### src/design/phbe_pkg.sv
// Package for the PS/2 host bit engine: command codes, word types and
// frame constants. No dependencies; phbe_core and ps2_host_bit_engine_top import it.
package phbe_pkg;

  localparam int unsigned CNT_W   = 4;
  localparam int unsigned SHIFT_W = 16;
  localparam int unsigned FRAME_W = 11;
  localparam int unsigned CFG_W   = 8;

  localparam logic [CNT_W-1:0] FRAME_BITS  = 4'd11;
  localparam logic [CNT_W-1:0] START_COUNT = 4'd12;
  localparam logic [CFG_W-1:0] RELOAD_RST  = 8'd12;

  typedef enum logic [1:0] {
    CMD_TICK       = 2'd0,
    CMD_EDGE       = 2'd1,
    CMD_START_SEND = 2'd2,
    CMD_START_RECV = 2'd3
  } cmd_e;

  typedef struct packed {
    cmd_e               command;
    logic               data_in;
    logic [FRAME_W-1:0] send_frame;
  } item_t;

  typedef struct packed {
    logic               data_out;
    logic               data_drive;
    logic               clock_hold;
    logic               busy_res;
    logic               done_res;
    logic [FRAME_W-1:0] received_frame;
    logic               timed_out;
  } result_t;

endpackage

### src/design/phbe_in_if.sv
// Input channel of the PS/2 host bit engine: valid/ready plus one item word.
// Standalone; field widths follow the package constants by value.
interface phbe_in_if;
  logic        valid;
  logic        ready;
  logic [1:0]  command;
  logic        data_in;
  logic [10:0] send_frame;

  modport source (output valid, command, data_in, send_frame, input ready);
  modport sink   (input valid, command, data_in, send_frame, output ready);
endinterface

### src/design/phbe_out_if.sv
// Result channel of the PS/2 host bit engine: valid/ready plus one result word.
// Standalone; field widths follow the package constants by value.
interface phbe_out_if;
  logic        valid;
  logic        ready;
  logic        data_out;
  logic        data_drive;
  logic        clock_hold;
  logic        busy_res;
  logic        done_res;
  logic [10:0] received_frame;
  logic        timed_out;

  modport source (output valid, data_out, data_drive, clock_hold, busy_res, done_res,
                  received_frame, timed_out, input ready);
  modport sink   (input valid, data_out, data_drive, clock_hold, busy_res, done_res,
                  received_frame, timed_out, output ready);
endinterface

### src/design/phbe_cfg_if.sv
// Configuration write channel of the PS/2 host bit engine.
// Carries the timeout reload word with valid/ready; standalone.
interface phbe_cfg_if;
  logic       valid;
  logic       ready;
  logic [7:0] data;

  modport source (output valid, data, input ready);
  modport sink   (input valid, data, output ready);
endinterface

### src/design/phbe_core.sv
// Transfer state of the PS/2 host bit engine and its one-word update logic.
// Depends on phbe_pkg for the item and result words and the frame constants.
module phbe_core #(
  parameter int unsigned TIMEOUT_WIDTH = 8
) (
  input  logic                   clk_i,
  input  logic                   rst_ni,
  input  logic                   fire_i,
  input  phbe_pkg::item_t        item_i,
  input  logic [7:0]             reload_i,
  output phbe_pkg::result_t      result_o
);
  import phbe_pkg::*;

  logic [CNT_W-1:0]         bit_count_q, bit_count_d, bit_count_dec;
  logic [SHIFT_W-1:0]       shift_reg_q, shift_reg_d, shift_rx;
  logic [TIMEOUT_WIDTH-1:0] timeout_q, timeout_d, reload;
  logic                     send_mode_q, send_mode_d;
  logic                     drive_data_q, drive_data_d;
  logic                     hold_clock_q, hold_clock_d;
  logic                     level_q, level_d;
  logic                     done;
  logic [FRAME_W-1:0]       rx_frame;

  assign reload        = TIMEOUT_WIDTH'(reload_i);
  assign bit_count_dec = bit_count_q - 1'b1;
  assign shift_rx      = {item_i.data_in, shift_reg_q[SHIFT_W-1:1]};

  always_comb begin
    bit_count_d  = bit_count_q;
    shift_reg_d  = shift_reg_q;
    timeout_d    = timeout_q;
    send_mode_d  = send_mode_q;
    drive_data_d = drive_data_q;
    hold_clock_d = hold_clock_q;
    level_d      = level_q;
    done         = 1'b0;
    rx_frame     = '0;
    unique case (item_i.command)
      CMD_TICK: begin
        if (bit_count_q != '0 && bit_count_q < START_COUNT) begin
          if (send_mode_q && bit_count_q == FRAME_BITS && timeout_q < reload) begin
            hold_clock_d = 1'b0;
          end
          if (timeout_q != '0) begin
            timeout_d = timeout_q - 1'b1;
          end
        end
      end
      CMD_EDGE: begin
        if (bit_count_q != '0 && bit_count_q <= START_COUNT) begin
          bit_count_d = bit_count_dec;
          if (send_mode_q) begin
            if (bit_count_dec != '0) begin
              level_d     = shift_reg_q[0];
              shift_reg_d = {1'b0, shift_reg_q[SHIFT_W-1:1]};
              if (bit_count_dec == FRAME_BITS) begin
                drive_data_d = 1'b1;
              end else if (bit_count_dec == CNT_W'(1)) begin
                drive_data_d = 1'b0;
              end
            end else begin
              hold_clock_d = 1'b1;
              done         = 1'b1;
            end
          end else begin
            shift_reg_d = shift_rx;
            if (bit_count_dec == CNT_W'(1)) begin
              hold_clock_d = 1'b1;
              bit_count_d  = '0;
              done         = 1'b1;
              rx_frame     = shift_rx[SHIFT_W-1 -: FRAME_W];
            end
          end
          timeout_d = reload;
        end
      end
      CMD_START_SEND: begin
        send_mode_d  = 1'b1;
        shift_reg_d  = SHIFT_W'(item_i.send_frame);
        bit_count_d  = START_COUNT;
        timeout_d    = reload;
        hold_clock_d = 1'b1;
        drive_data_d = 1'b0;
      end
      CMD_START_RECV: begin
        send_mode_d  = 1'b0;
        shift_reg_d  = '0;
        bit_count_d  = START_COUNT;
        timeout_d    = reload;
        hold_clock_d = 1'b0;
        drive_data_d = 1'b0;
      end
      default: ;
    endcase
  end

  always_comb begin
    result_o.data_out       = drive_data_d & level_d;
    result_o.data_drive     = drive_data_d;
    result_o.clock_hold     = hold_clock_d;
    result_o.busy_res       = (bit_count_d != '0);
    result_o.done_res       = done;
    result_o.received_frame = rx_frame;
    result_o.timed_out      = (bit_count_d != '0) && (bit_count_d < START_COUNT) &&
                              (timeout_d == '0);
  end

  always_ff @(posedge clk_i or negedge rst_ni) begin
    if (!rst_ni) begin
      bit_count_q  <= '0;
      shift_reg_q  <= '0;
      timeout_q    <= '0;
      send_mode_q  <= 1'b0;
      drive_data_q <= 1'b0;
      hold_clock_q <= 1'b0;
      level_q      <= 1'b0;
    end else if (fire_i) begin
      bit_count_q  <= bit_count_d;
      shift_reg_q  <= shift_reg_d;
      timeout_q    <= timeout_d;
      send_mode_q  <= send_mode_d;
      drive_data_q <= drive_data_d;
      hold_clock_q <= hold_clock_d;
      level_q      <= level_d;
    end
  end

  a_count_range: assert property (@(posedge clk_i) disable iff (!rst_ni)
    bit_count_q <= START_COUNT)
    else $error("bit count above start value");

  a_drive_in_send: assert property (@(posedge clk_i) disable iff (!rst_ni)
    drive_data_q |-> send_mode_q)
    else $error("data driven outside send mode");

  a_start_send: assert property (@(posedge clk_i) disable iff (!rst_ni)
    fire_i && item_i.command == CMD_START_SEND |=>
      bit_count_q == START_COUNT && send_mode_q && hold_clock_q)
    else $error("start send did not arm the transfer");

  a_rx_done_idle: assert property (@(posedge clk_i) disable iff (!rst_ni)
    fire_i && done && !send_mode_q |=> bit_count_q == '0 && hold_clock_q)
    else $error("receive completion left the engine busy");

endmodule

### src/design/ps2_host_bit_engine_top.sv
// An accepted word waits in the input register until the result register is free to take its result.
// Throughput: one word per cycle; each stage advances whenever the next is free.
// Stages: an input register, then the state update into the result register.
// Reset (rst_ni low, asynchronous) empties both stages, clears the transfer
// state and sets the timeout reload to 12. The config port is always ready.
// Depends on phbe_pkg, phbe_in_if, phbe_out_if, phbe_cfg_if and phbe_core.
module ps2_host_bit_engine_top #(
  parameter int unsigned TIMEOUT_WIDTH = 8
) (
  input logic         clk_i,
  input logic         rst_ni,
  phbe_in_if.sink     in_ch,
  phbe_out_if.source  out_ch,
  phbe_cfg_if.sink    cfg_ch
);
  import phbe_pkg::*;

  logic             in_vld_q;
  item_t            in_item_q;
  logic             out_vld_q;
  result_t          result_q;
  result_t          result_d;
  logic [CFG_W-1:0] reload_q;
  logic             advance;

  assign advance      = in_vld_q && (!out_vld_q || out_ch.ready);
  assign in_ch.ready  = !in_vld_q || advance;
  assign cfg_ch.ready = 1'b1;

  always_ff @(posedge clk_i or negedge rst_ni) begin
    if (!rst_ni) begin
      reload_q <= RELOAD_RST;
    end else if (cfg_ch.valid) begin
      reload_q <= cfg_ch.data;
    end
  end

  always_ff @(posedge clk_i or negedge rst_ni) begin
    if (!rst_ni) begin
      in_vld_q <= 1'b0;
    end else if (in_ch.ready) begin
      in_vld_q <= in_ch.valid;
    end
  end

  always_ff @(posedge clk_i) begin
    if (in_ch.ready && in_ch.valid) begin
      in_item_q.command    <= cmd_e'(in_ch.command);
      in_item_q.data_in    <= in_ch.data_in;
      in_item_q.send_frame <= in_ch.send_frame;
    end
  end

  phbe_core #(
    .TIMEOUT_WIDTH(TIMEOUT_WIDTH)
  ) u_core (
    .clk_i    (clk_i),
    .rst_ni   (rst_ni),
    .fire_i   (advance),
    .item_i   (in_item_q),
    .reload_i (reload_q),
    .result_o (result_d)
  );

  always_ff @(posedge clk_i or negedge rst_ni) begin
    if (!rst_ni) begin
      out_vld_q <= 1'b0;
    end else if (advance) begin
      out_vld_q <= 1'b1;
    end else if (out_ch.ready) begin
      out_vld_q <= 1'b0;
    end
  end

  always_ff @(posedge clk_i) begin
    if (advance) begin
      result_q <= result_d;
    end
  end

  assign out_ch.valid          = out_vld_q;
  assign out_ch.data_out       = result_q.data_out;
  assign out_ch.data_drive     = result_q.data_drive;
  assign out_ch.clock_hold     = result_q.clock_hold;
  assign out_ch.busy_res       = result_q.busy_res;
  assign out_ch.done_res       = result_q.done_res;
  assign out_ch.received_frame = result_q.received_frame;
  assign out_ch.timed_out      = result_q.timed_out;

  a_stage_holds: assert property (@(posedge clk_i) disable iff (!rst_ni)
    in_vld_q && !advance |=> in_vld_q)
    else $error("input stage dropped a pending word");

  a_advance_fills: assert property (@(posedge clk_i) disable iff (!rst_ni)
    advance |=> out_vld_q)
    else $error("result register not filled after advance");

  a_no_overwrite: assert property (@(posedge clk_i) disable iff (!rst_ni)
    advance |-> !out_vld_q || out_ch.ready)
    else $error("advance would overwrite an untaken result");

endmodule
### src/flat_wrapper.sv
// flat-port wrapper written by rule: the top's interface ports become plain ports
module ps2_host_bit_engine_top_flat import phbe_pkg::*;
#(
  parameter int unsigned TIMEOUT_WIDTH = 8
)
  (clk_i, rst_ni, in_ch_valid, in_ch_command, in_ch_data_in, in_ch_send_frame, in_ch_ready, out_ch_valid, out_ch_data_out, out_ch_data_drive, out_ch_clock_hold, out_ch_busy_res, out_ch_done_res, out_ch_received_frame, out_ch_timed_out, out_ch_ready, cfg_ch_valid, cfg_ch_data, cfg_ch_ready);
  phbe_in_if in_ch_i ();
  phbe_out_if out_ch_i ();
  phbe_cfg_if cfg_ch_i ();
  input logic clk_i;
  input logic rst_ni;
  input wire logic [$bits(in_ch_i.valid)-1:0] in_ch_valid;
  input wire logic [$bits(in_ch_i.command)-1:0] in_ch_command;
  input wire logic [$bits(in_ch_i.data_in)-1:0] in_ch_data_in;
  input wire logic [$bits(in_ch_i.send_frame)-1:0] in_ch_send_frame;
  output wire logic [$bits(in_ch_i.ready)-1:0] in_ch_ready;
  output wire logic [$bits(out_ch_i.valid)-1:0] out_ch_valid;
  output wire logic [$bits(out_ch_i.data_out)-1:0] out_ch_data_out;
  output wire logic [$bits(out_ch_i.data_drive)-1:0] out_ch_data_drive;
  output wire logic [$bits(out_ch_i.clock_hold)-1:0] out_ch_clock_hold;
  output wire logic [$bits(out_ch_i.busy_res)-1:0] out_ch_busy_res;
  output wire logic [$bits(out_ch_i.done_res)-1:0] out_ch_done_res;
  output wire logic [$bits(out_ch_i.received_frame)-1:0] out_ch_received_frame;
  output wire logic [$bits(out_ch_i.timed_out)-1:0] out_ch_timed_out;
  input wire logic [$bits(out_ch_i.ready)-1:0] out_ch_ready;
  input wire logic [$bits(cfg_ch_i.valid)-1:0] cfg_ch_valid;
  input wire logic [$bits(cfg_ch_i.data)-1:0] cfg_ch_data;
  output wire logic [$bits(cfg_ch_i.ready)-1:0] cfg_ch_ready;
  assign in_ch_i.valid = in_ch_valid;
  assign in_ch_i.command = in_ch_command;
  assign in_ch_i.data_in = in_ch_data_in;
  assign in_ch_i.send_frame = in_ch_send_frame;
  assign in_ch_ready = in_ch_i.ready;
  assign out_ch_valid = out_ch_i.valid;
  assign out_ch_data_out = out_ch_i.data_out;
  assign out_ch_data_drive = out_ch_i.data_drive;
  assign out_ch_clock_hold = out_ch_i.clock_hold;
  assign out_ch_busy_res = out_ch_i.busy_res;
  assign out_ch_done_res = out_ch_i.done_res;
  assign out_ch_received_frame = out_ch_i.received_frame;
  assign out_ch_timed_out = out_ch_i.timed_out;
  assign out_ch_i.ready = out_ch_ready;
  assign cfg_ch_i.valid = cfg_ch_valid;
  assign cfg_ch_i.data = cfg_ch_data;
  assign cfg_ch_ready = cfg_ch_i.ready;
  ps2_host_bit_engine_top #(.TIMEOUT_WIDTH(TIMEOUT_WIDTH)) u_core (.clk_i(clk_i), .rst_ni(rst_ni), .in_ch(in_ch_i), .out_ch(out_ch_i), .cfg_ch(cfg_ch_i));
endmodule
### config.mk
export PLATFORM = sky130hd
export DESIGN_NAME = ps2_host_bit_engine_top_flat
export DESIGN_NICKNAME = d
export VERILOG_FILES = /design/src/design/phbe_pkg.sv /design/src/design/phbe_in_if.sv /design/src/design/phbe_out_if.sv /design/src/design/phbe_cfg_if.sv /design/src/design/phbe_core.sv /design/src/design/ps2_host_bit_engine_top.sv /design/src/flat_wrapper.sv
export SDC_FILE = /design/constraint.sdc
export NUM_CORES = 1
export LEC_CHECK = 0
export ABC_AREA = 1
export BUFFER_PORTS_ARGS = -buffer_cell sky130_fd_sc_hd__buf_2
export CORE_MARGIN = 2
export CORE_UTILIZATION = 50
export CTS_CLUSTER_DIAMETER = 100
export DETAILED_ROUTE_END_ITERATION = 8
export HOLD_SLACK_MARGIN = 0.02
export PLACE_DENSITY = 0.67
export SLEW_MARGIN = 20
export SYNTH_ARGS = -nofsm -noshare
export SYNTH_HDL_FRONTEND = slang
export SYNTH_HIERARCHICAL = 1
export SYNTH_SLANG_ARGS = --single-unit
### constraint.sdc
create_clock -name clk_i -period 3.65 [get_ports clk_i]
set_input_delay 0.9125 -clock clk_i [delete_from_list [all_inputs] [get_ports clk_i]]
set_output_delay 0.9125 -clock clk_i [all_outputs]
set_load 0.05 [all_outputs]
# After elaboration in Yosys (flattened, before gate mapping)
# Cells that the tools add are included.
totals:
  reg_bits: 73
  latchBits: 0
  ram_bits: 0
  rom_bits: 0
  input_bits: 27
  output_inout_bits: 20
  elab_cells: 99
  mem_count: 0
op_classes:
  n_addsub: 2
  multipliers: 0
  div: 0
  order_cmp: 4
  eq_ne: 8
  shift: 0
  n_mux: 35
  bitwise: 4
  reduce_logical: 26
ops:
  columns: ["cell", "n"]
  rows:
  - ["$mux 16", 3]
  - ["$pmux 16 s3", 1]
  - ["$mux 8", 3]
  - ["$pmux 8 s3", 1]
  - ["$mux 1", 20]
  - ["$mux 4", 3]
  - ["$reduce_bool 4->1", 3]
  - ["$eq 4x4->1 const B", 2]
  - ["$logic_and 1x1->1", 8]
  - ["$logic_not 8->1", 1]
  - ["$lt 4x4->1 const B", 2]
  - ["$lt 8x8->1", 1]
  - ["$pmux 4 s2", 1]
  - ["$reduce_bool 8->1", 1]
  - ["$sub 8x1->8 const B", 1]
  - ["$eq 2x2->1 const B", 2]
  - ["$eq 4x1->1 const B", 1]
  - ["$le 4x4->1 const B", 1]
  - ["$pmux 1 s2", 2]
  - ["$pmux 1 s4", 1]
  - ["$reduce_and 2->1", 2]
  - ["$reduce_and 4->1", 1]
  - ["$reduce_bool 2->1", 2]
  - ["$reduce_or 4->1", 1]
  - ["other kinds (11)", 15]

# Depth between registers and ports, before layout
# Gate-level depths: netlist of the first run.
logic_depth:
  ltp_word: 9
  depth_mapped: 14
  depth_no_buf: 14

# Hierarchy
# The synthesis of the first run kept the hierarchy.
modules_own_cells:
  columns: ["mod", "instances", "cells_each", "area_each_um2", "seq_area_each_um2"]
  rows:
  - ["phbe_core", 1, 378, 2501.1, 800.8]
  - ["ps2_host_bit_engine_top", 1, 78, 1346.3, 1183.6]

# Worst setup path after synthesis of the first run
# Ideal clock, no wire load.
synth_timing:
  path_type: "input to register"
  startpoint: "in out_ch_ready"
  endpoint: "reg u_core.u_core.bit_count_q[2]"
  setup_time_ns: 0.136
  arrival_ns: 2.601
  required_ns: 3.514
  path_slack_ns: 0.913
  cell_stages: 7
  n_path_buf: 2
  path_cell_list: "inv_1 a21oi_1 clkbuf_1 inv_1 clkbuf_1 nand2_1 o21ai_0"
synth_between:
  elab_chain_len: 2
synth_rtl:
  columns: ["element", "line", "text"]
  rows:
  - ["start: declaration", "flat_wrapper.sv:25", "input wire logic [$bits(out_ch_i.ready)-1:0] out_ch_ready;"]
  - ["$logic_or 1x1->1", "ps2_host_bit_engine_top.sv:26", "assign advance = in_vld_q && (!out_vld_q || out_ch.ready);"]
  - ["$logic_and 1x1->1", "ps2_host_bit_engine_top.sv:26", null]
  - ["net u_core.advance", "ps2_host_bit_engine_top.sv:24", "logic advance;"]
  - ["end signal: assignment", "phbe_core.sv:119", "bit_count_q <= bit_count_d;"]
  - ["end: declaration", "phbe_core.sv:15", "logic [CNT_W-1:0] bit_count_q, bit_count_d, bit_count_dec;"]
# The timed path passes the listed nets, and every way through them passes these cells.
# A chain may end at the register's enable or synchronous reset.

# Final worst setup path of the first run
layout_timing:
  startpoint: "reg u_core.u_core.bit_count_q[0]"
  endpoint: "reg u_core.u_core.shift_reg_q[14]"
layout_between:
  elab_chain_len: 4
  word_cells_on_any_way: 8
  classes_between: "add/sub (1); order compare (1); eq/ne (2); reduce/logical (4)"
layout_rtl:
  columns: ["element", "line", "text"]
  rows:
  - ["$sub 4x1->4, or another cell as far along", "phbe_core.sv:26", "assign bit_count_dec = bit_count_q - 1'b1;"]
  - ["$reduce_bool 4->1 / $logic_and 1x1->1 (equally long branches)", "phbe_core.sv:54, phbe_core.sv:51", null]
  - ["$ne 3x3->1 (no source line) / $ne 2x2->1 (equally long branches)", null, null]
  - ["$reduce_and 4->1 (no source line) *", null, null]
  - ["end signal: assignment", "phbe_core.sv:120", "shift_reg_q <= shift_reg_d;"]
  - ["end: declaration", "phbe_core.sv:16", "logic [SHIFT_W-1:0] shift_reg_q, shift_reg_d, shift_rx;"]
# Mark *: on every way between the ends. The rest lies on a longest branch, timed or not.

==> impl_metrics.json, run 1 <==
{
  "vdd.ir_drop.worst_mv": 0.307,
  "dp_worst_setup_slack_ns": 1.06,
  "timing.critical_path.required_ns": 3.91,
  "outcome": "finished clean",
  "route.vias.total": 3102,
  "cts.sink_count": 73,
  "synth-seq-cells": 73,
  "drt_pre_antenna_iters": 5,
  "power_frac_clock": 0.268,
  "post_route_cells_drive_above_1_share": 0.167,
  "fp.dieW_um": 91.7,
  "detail_route.drc_violations": 0,
  "start_util": 0.522,
  "die_area_mm2": 0.00841,
  "p_comb_frac": 0.296,
  "grt_start_max_net_pins": 43,
  "wl_per_cell_um": 13.3,
  "dpl_cell_area_mm2": 0.00411,
  "critical_path_class": "reg2reg",
  "internal_power_w": 0.00154,
  "tritoncts": "yes",
  "finish.net_count": 537,
  "setup_slack_ns": 1.09,
  "antenna_violations_before_repair": 0,
  "tritoncts.num_buffers": 9,
  "wire_length_after_detailed_routing_mm": 8.02,
  "post-cts-setup-buffers": 0,
  "arrival_ns": 2.82,
  "groute.usage.overall": 0.205,
  "crit_path_max_fanout": 32,
  "max_cap_viol_count": 0,
  "timing.clock.skew_ns": 0.00662,
  "cts.path.max_buffers": 2,
  "io_pins": 47,
  "wire_length_of_the_first_global_routing_pass_mm": 13.4,
  "antenna_cells": 0,
  "synth.distinct_cells": 33,
  "setup.worst_path.start_class": "flip-flop",
  "first_global_vias": 2819,
  "timing.final.setup_violations": 0,
  "netlist_area_before_placement_mm2": 0.00385,
  "ys_warn_count": 6,
  "layout.cells.most_common_list": "nand2_1, inv_1, buf_2, nand3_1, dfrtp_1",
  "port_buffers": 45,
  "ctsResizeCount": 0,
  "hold_path.class": "reg2reg",
  "fp.dieH_um": 91.7,
  "ys_seq_area_frac": 0.516,
  "vias_per_cell": 5.16,
  "final.setup.tns_ns": 0,
  "finalWorstPathRequiredPeriod_ns": 2.56,
  "switching_share": 0.378,
  "clk_latency_ns": 0.35,
  "endpoint_kind_of_the_worst_setup_timing_path": "flip-flop",
  "antenna_left": 0,
  "synth_area_per_cell_um2": 8.44,
  "placeableCoreArea_mm2": 0.00737,
  "rsz0062_at_grt": "no",
  "cts.reportedPaths.clkPinSlew_ns": 0.08,
  "dpl.hpwl_mm": 5.68,
  "report.final.slew_viol_count": 0,
  "cts-hold-fix-buffers": 0,
  "leakage_nw": 2.01,
  "hold_violations": 0,
  "grt_overflow": 0,
  "place.gp.congestion": 0.900,
  "max_slew_margin": 0.367,
  "layout-area-overhead-vs-synth_pct": 12.2,
  "cellPowerDensity_mw_per_mm2": 574,
  "finalCritPeriodShare": 0.700,
  "clock_root_buffer": "clkbuf_8",
  "power_w": 0.00248,
  "num_rows": 31,
  "htree_levels": 3,
  "layout_commonest_cell": "nand2_1",
  "hold_path_depth": 2,
  "initialDrtViolationCount": 281,
  "reg2regPathDepth": 12,
  "timing_worst_slew_pin_value_ns": 0.950,
  "syn_inst": 456,
  "p_seq_frac": 0.436,
  "maxClockFrequency_ghz": 0.391,
  "power.net_switching_w": 0.000938,
  "number_of_nets_produced_by_synthesis": 496,
  "finalCoreUtilization": 0.586,
  "post-route-cell-area_mm2": 0.00432
}
-- sequential cells by signal, indices dropped and copies added, names as in the netlist --
signal,flops
u_core/u_core/shift_reg_q,16
u_core/u_core/level_q,1
u_core/in_vld_q,1
u_core/out_ch.data_out,1
u_core/out_ch.busy_res,1
u_core/out_ch.clock_hold,1
u_core/out_ch.received_frame,11
u_core/reload_q,8
u_core/out_ch.timed_out,1
u_core/out_ch.data_drive,1
u_core/u_core/timeout_q,8
u_core/out_ch.done_res,1
u_core/u_core/drive_data_q,1
u_core/u_core/bit_count_q,4
u_core/u_core/hold_clock_q,1
u_core/out_ch.valid,1
u_core/in_item_q,14
u_core/u_core/send_mode_q,1
-- worst max-delay path: stages (launching register included) --
cell and delay (ns):
dfrtp_1 0.45, inv_1 0.16, ha_1 0.32, inv_1 0.07, nand3_1 0.12, nand2_4 0.09, inv_2 0.07, nand2_1 0.05
inv_2 0.07, nand3_1 0.07, nand2_1 0.69, nand3_1 0.17, o21ai_1 0.13
-- kinds of logic (layout without fill, tap and decap cells) --
kind of cell,count (synthesis),in the layout,share of synthesized area
xor gates and xnor gates,2,2,0.00455
other,1,1,0.000975
adders and majority gates,13,13,0.0423
AOI/OAI and AO/OA,74,74,0.0995
DFF,73,73,0.516
and+or+nand+nor,210,210,0.244
buffers and inverters,83,129,0.0933
-- per-stage QoR --
step | cells | hold WS (ns)
5_1_grt | 601 | 0.499
3_3_place_gp | 585 | 0.469
3_5_place_dp | 585 | 0.479
2_1_floorplan | 456 | 0.447
4_1_cts | 601 | 0.492
6_report | 601 | 0.489
-- final timing paths --
kind / from / to / slack (ns)
max in group asynchronous: rst_ni / u_core/u_core/shift_reg_q[0] / 2.36
min in group asynchronous: rst_ni / u_core/reload_q[0] / 0.70
min: u_core/reload_q[2] / u_core/reload_q[2] / 0.49
min reg2reg: u_core/reload_q[2] / u_core/reload_q[2] / 0.49
max reg2reg: u_core/u_core/bit_count_q[0] / u_core/u_core/shift_reg_q[14] / 1.09
max: u_core/u_core/bit_count_q[0] / u_core/u_core/shift_reg_q[14] / 1.09
-- Yosys cell counts --
cell,count,area [µm²]
conb_1,1,3.75
inv_1,60,225
buf_4,6,45.0
nand2_2,1,6.26
buf_1,1,3.75
o21ai_1,18,90.1
a21oi_2,1,8.76
a31oi_1,2,12.5
o21ai_0,37,185
buf_2,2,10.0
o22ai_1,3,18.8
a21oi_1,12,60.1
buf_6,3,33.8
nand4_1,4,25.0
xor2_1,2,17.5
nand2_4,3,33.8
o211ai_1,1,7.51
clkbuf_1,6,22.5
nand2_1,107,402
and3_1,1,6.26
or2_2,1,6.26
nor2_4,2,22.5
nand3b_1,2,15.0
inv_2,5,18.8
nand3_1,45,225
ha_1,13,163
dfrtp_1,40,1000
edfxtp_1,31,931
dfstp_2,2,52.6
nor3_1,13,65.1
nor2_1,27,101
nor2_2,3,18.8
nand3_2,1,10.0
-- area by class of cell --
cell class                 count  area [µm²]
inverter                      65         244
timing repair buffer          48         248
multi-input combinational    300        1510
clock inverter                 7        83.8
sequential                    73        1980
fill                         706        3050
clock buffer                   9         124
tap                           99         124
-- power by group through the flow --
stage	sequential [W]	combinational, W	clock [W]
4_1_cts	0.00108	0.000727	0.000681
2_1_floorplan	0.00112	0.000540	0
5_1_grt	0.00110	0.000823	0.000719
3_3_place_gp	0.00109	0.000715	0
6_report	0.00108	0.000733	0.000665
3_5_place_dp	0.00109	0.000725	0
-- per-layer routing --
layer | routed length (µm) | GRT usage | vias up
li1 | - | - | 1572
met1 | 3830 | 0.292 | 1412
met2 | 3570 | 0.313 | 108
met3 | 515 | 0.0468 | 10
met4 | 98 | 0.0647 | 0
met5 | 0 | 0 | -
No activity file was read; power rests on OpenSTA's default activity.
==> inputs of run 2 (changes only) <==
==> constraint.sdc (replaced) <==
create_clock -name clk_i -period 2.45 [get_ports clk_i]
set_input_delay 0.6125 -clock clk_i [delete_from_list [all_inputs] [get_ports clk_i]]
set_output_delay 0.6125 -clock clk_i [all_outputs]
set_load 0.05 [all_outputs]
==> impl_metrics.json, run 2 (synthesis results as in run 1) <==
{
  "top_register": "u_core/u_core/shift_reg_q",
  "leakage_nw": 2.01,
  "antenna_cells": 0,
  "route.vias.total": 3166,
  "crit_family": "simple AND/OR/NAND/NOR gates",
  "final-instance-count-excl-fill": 604,
  "antenna_violations_before_repair": 0,
  "reg_to_reg_critical_path_startpoint": "u_core/u_core/bit_count_q[0]",
  "timing.clock.skew_ns": 0.00870,
  "io_pins": 47,
  "die_area_mm2": 0.00841,
  "cts-hold-fix-buffers": 0,
  "rsz0062_at_grt": "no",
  "max_cap_viol_count": 0,
  "hold_violations": 0,
  "wire_length_after_detailed_routing_mm": 8.48,
  "worst-path-buf-inv": 3,
  "first_global_vias": 3051,
  "crit_path_max_incr_delay_ns": 0.43,
  "clock_root_buffer": "clkbuf_8",
  "worstSetupStartpoint": "u_core/u_core/bit_count_q[0]",
  "layout-area-overhead-vs-synth_pct": 12.1,
  "antenna_left": 0,
  "ctsResizeCount": 0,
  "finalCritPeriodShare": 0.892,
  "finish.net_count": 540,
  "fp.dieH_um": 91.7,
  "placeableCoreArea_mm2": 0.00737,
  "tritoncts.num_buffers": 9,
  "post-cts-setup-buffers": 0,
  "crit_path_max_fanout": 9,
  "start_util": 0.522,
  "timing.final.setup_violations": 0,
  "groute.usage.overall": 0.222,
  "wl_per_cell_um": 14.0,
  "report.final.slew_viol_count": 0,
  "dpl_cell_area_mm2": 0.00413,
  "setup.worst_path.start_class": "flip-flop",
  "post-route-cell-area_mm2": 0.00431,
  "grt_start_max_net_pins": 43,
  "cellPowerDensity_mw_per_mm2": 843,
  "htree_levels": 3,
  "cts.reportedPaths.clkPinSlew_ns": 0.08,
  "drt_pre_antenna_iters": 5,
  "cts.path.max_buffers": 2,
  "final.setup.tns_ns": 0,
  "max_slew_margin": 0.614,
  "wire_length_of_the_first_global_routing_pass_mm": 14.6,
  "initialDrtViolationCount": 212,
  "post_route_cells_drive_above_1_share": 0.172,
  "dpl.cell_count": 588,
  "tritoncts": "yes",
  "hold_path.class": "in2async",
  "place.gp.congestion": 0.962,
  "outcome": "finished clean",
  "cts.sink_count": 73,
  "detail_route.drc_violations": 0,
  "critical_path_class": "reg2reg",
  "layout.cells.most_common_list": "nand2_1, inv_1, buf_2, nand3_1, dfrtp_1",
  "crit_chain": "inv_1, ha_1, inv_1, nand3_1, nand2_4, nand2_4, nand2_4, inv_1, nor2_1, a21oi_1, nand2_1, nand3_1, nor2_1",
  "arrival_ns": 2.31,
  "crit_slowest_cell": "dfrtp_1",
  "timing.critical_path.required_ns": 2.57,
  "maxClockFrequency_ghz": 0.458,
  "dpl.hpwl_mm": 6.02,
  "fp.dieW_um": 91.7,
  "port_buffers": 45,
  "largest_register_ffs": 16,
  "grt_overflow": 0,
  "layout_commonest_cell": "nand2_1",
  "timing_worst_slew_pin_value_ns": 0.578,
  "clk_latency_ns": 0.36,
  "vias_per_cell": 5.24,
  "finalWorstPathRequiredPeriod_ns": 2.18,
  "num_rows": 31,
  "endpoint_kind_of_the_worst_setup_timing_path": "flip-flop",
  "vdd.ir_drop.worst_mv": 0.496
}
[run 2: changes by cell type in the layout (fill, tap and decap cells not counted), sizes merged]
cell,previous run,this run
buf,48,51
bufinv,1,0
clkinv,1,0
clkinvlp,1,3
[run 2: per-stage QoR]
| step | setup WS [ns] | power (W) | utilization | hold WS, ns |
|---|---|---|---|---|
| finish | 0.266 | 0.00364 | 0.585 | 0.318 |
| global route | 0.0942 | 0.00389 | 0.585 | 0.358 |
| CTS | 0.291 | 0.00365 | 0.585 | 0.329 |
| detailed placement | 0.309 | 0.00274 | 0.560 | 0.471 |
| global placement | 0.393 | 0.00274 | 0.560 | 0.466 |
| floorplan | 0.344 | 0.00247 | - | 0.317 |
[run 2: layout make-up]
class                   count  area [µm²]
clock buffers               9         124
clock inverters             7        60.1
fillers                   686        3060
inverters                  65         244
multi-input cells         300        1510
flip-flops and latches     73        1980
well taps                  99         124
repair buffers             51         270
[run 2: power by group]
group | switching [W] | internal [W] | leakage, nW
combinational | 0.000771 | 0.000351 | 1.09
clock | 0.000516 | 0.000384 | 0.0848
sequential | 0.000149 | 0.00147 | 0.830
[run 2: final timing paths]
path / endpoint / slack [ns] / cells past startpoint
max: u_core/out_ch.timed_out / 0.27 / 13
min: u_core/out_ch.valid / 0.32 / 2
max reg2reg: u_core/out_ch.timed_out / 0.27 / 13
min reg2reg: u_core/reload_q[2] / 0.48 / 2
max in group asynchronous: u_core/u_core/timeout_q[5] / 1.74 / 2
min in group clk_i: u_core/in_item_q[7] / 0.42 / 1
[run 2: per-layer routing]
layer	wire, µm	up-vias	global-route usage	part of all wire
met2	3850	104	0.336	0.45
met3	493	13	0.0411	0.058
met5	0	-	0	0
met1	3990	1471	0.320	0.47
li1	-	1578	-	-
met4	142	0	0.0846	0.017
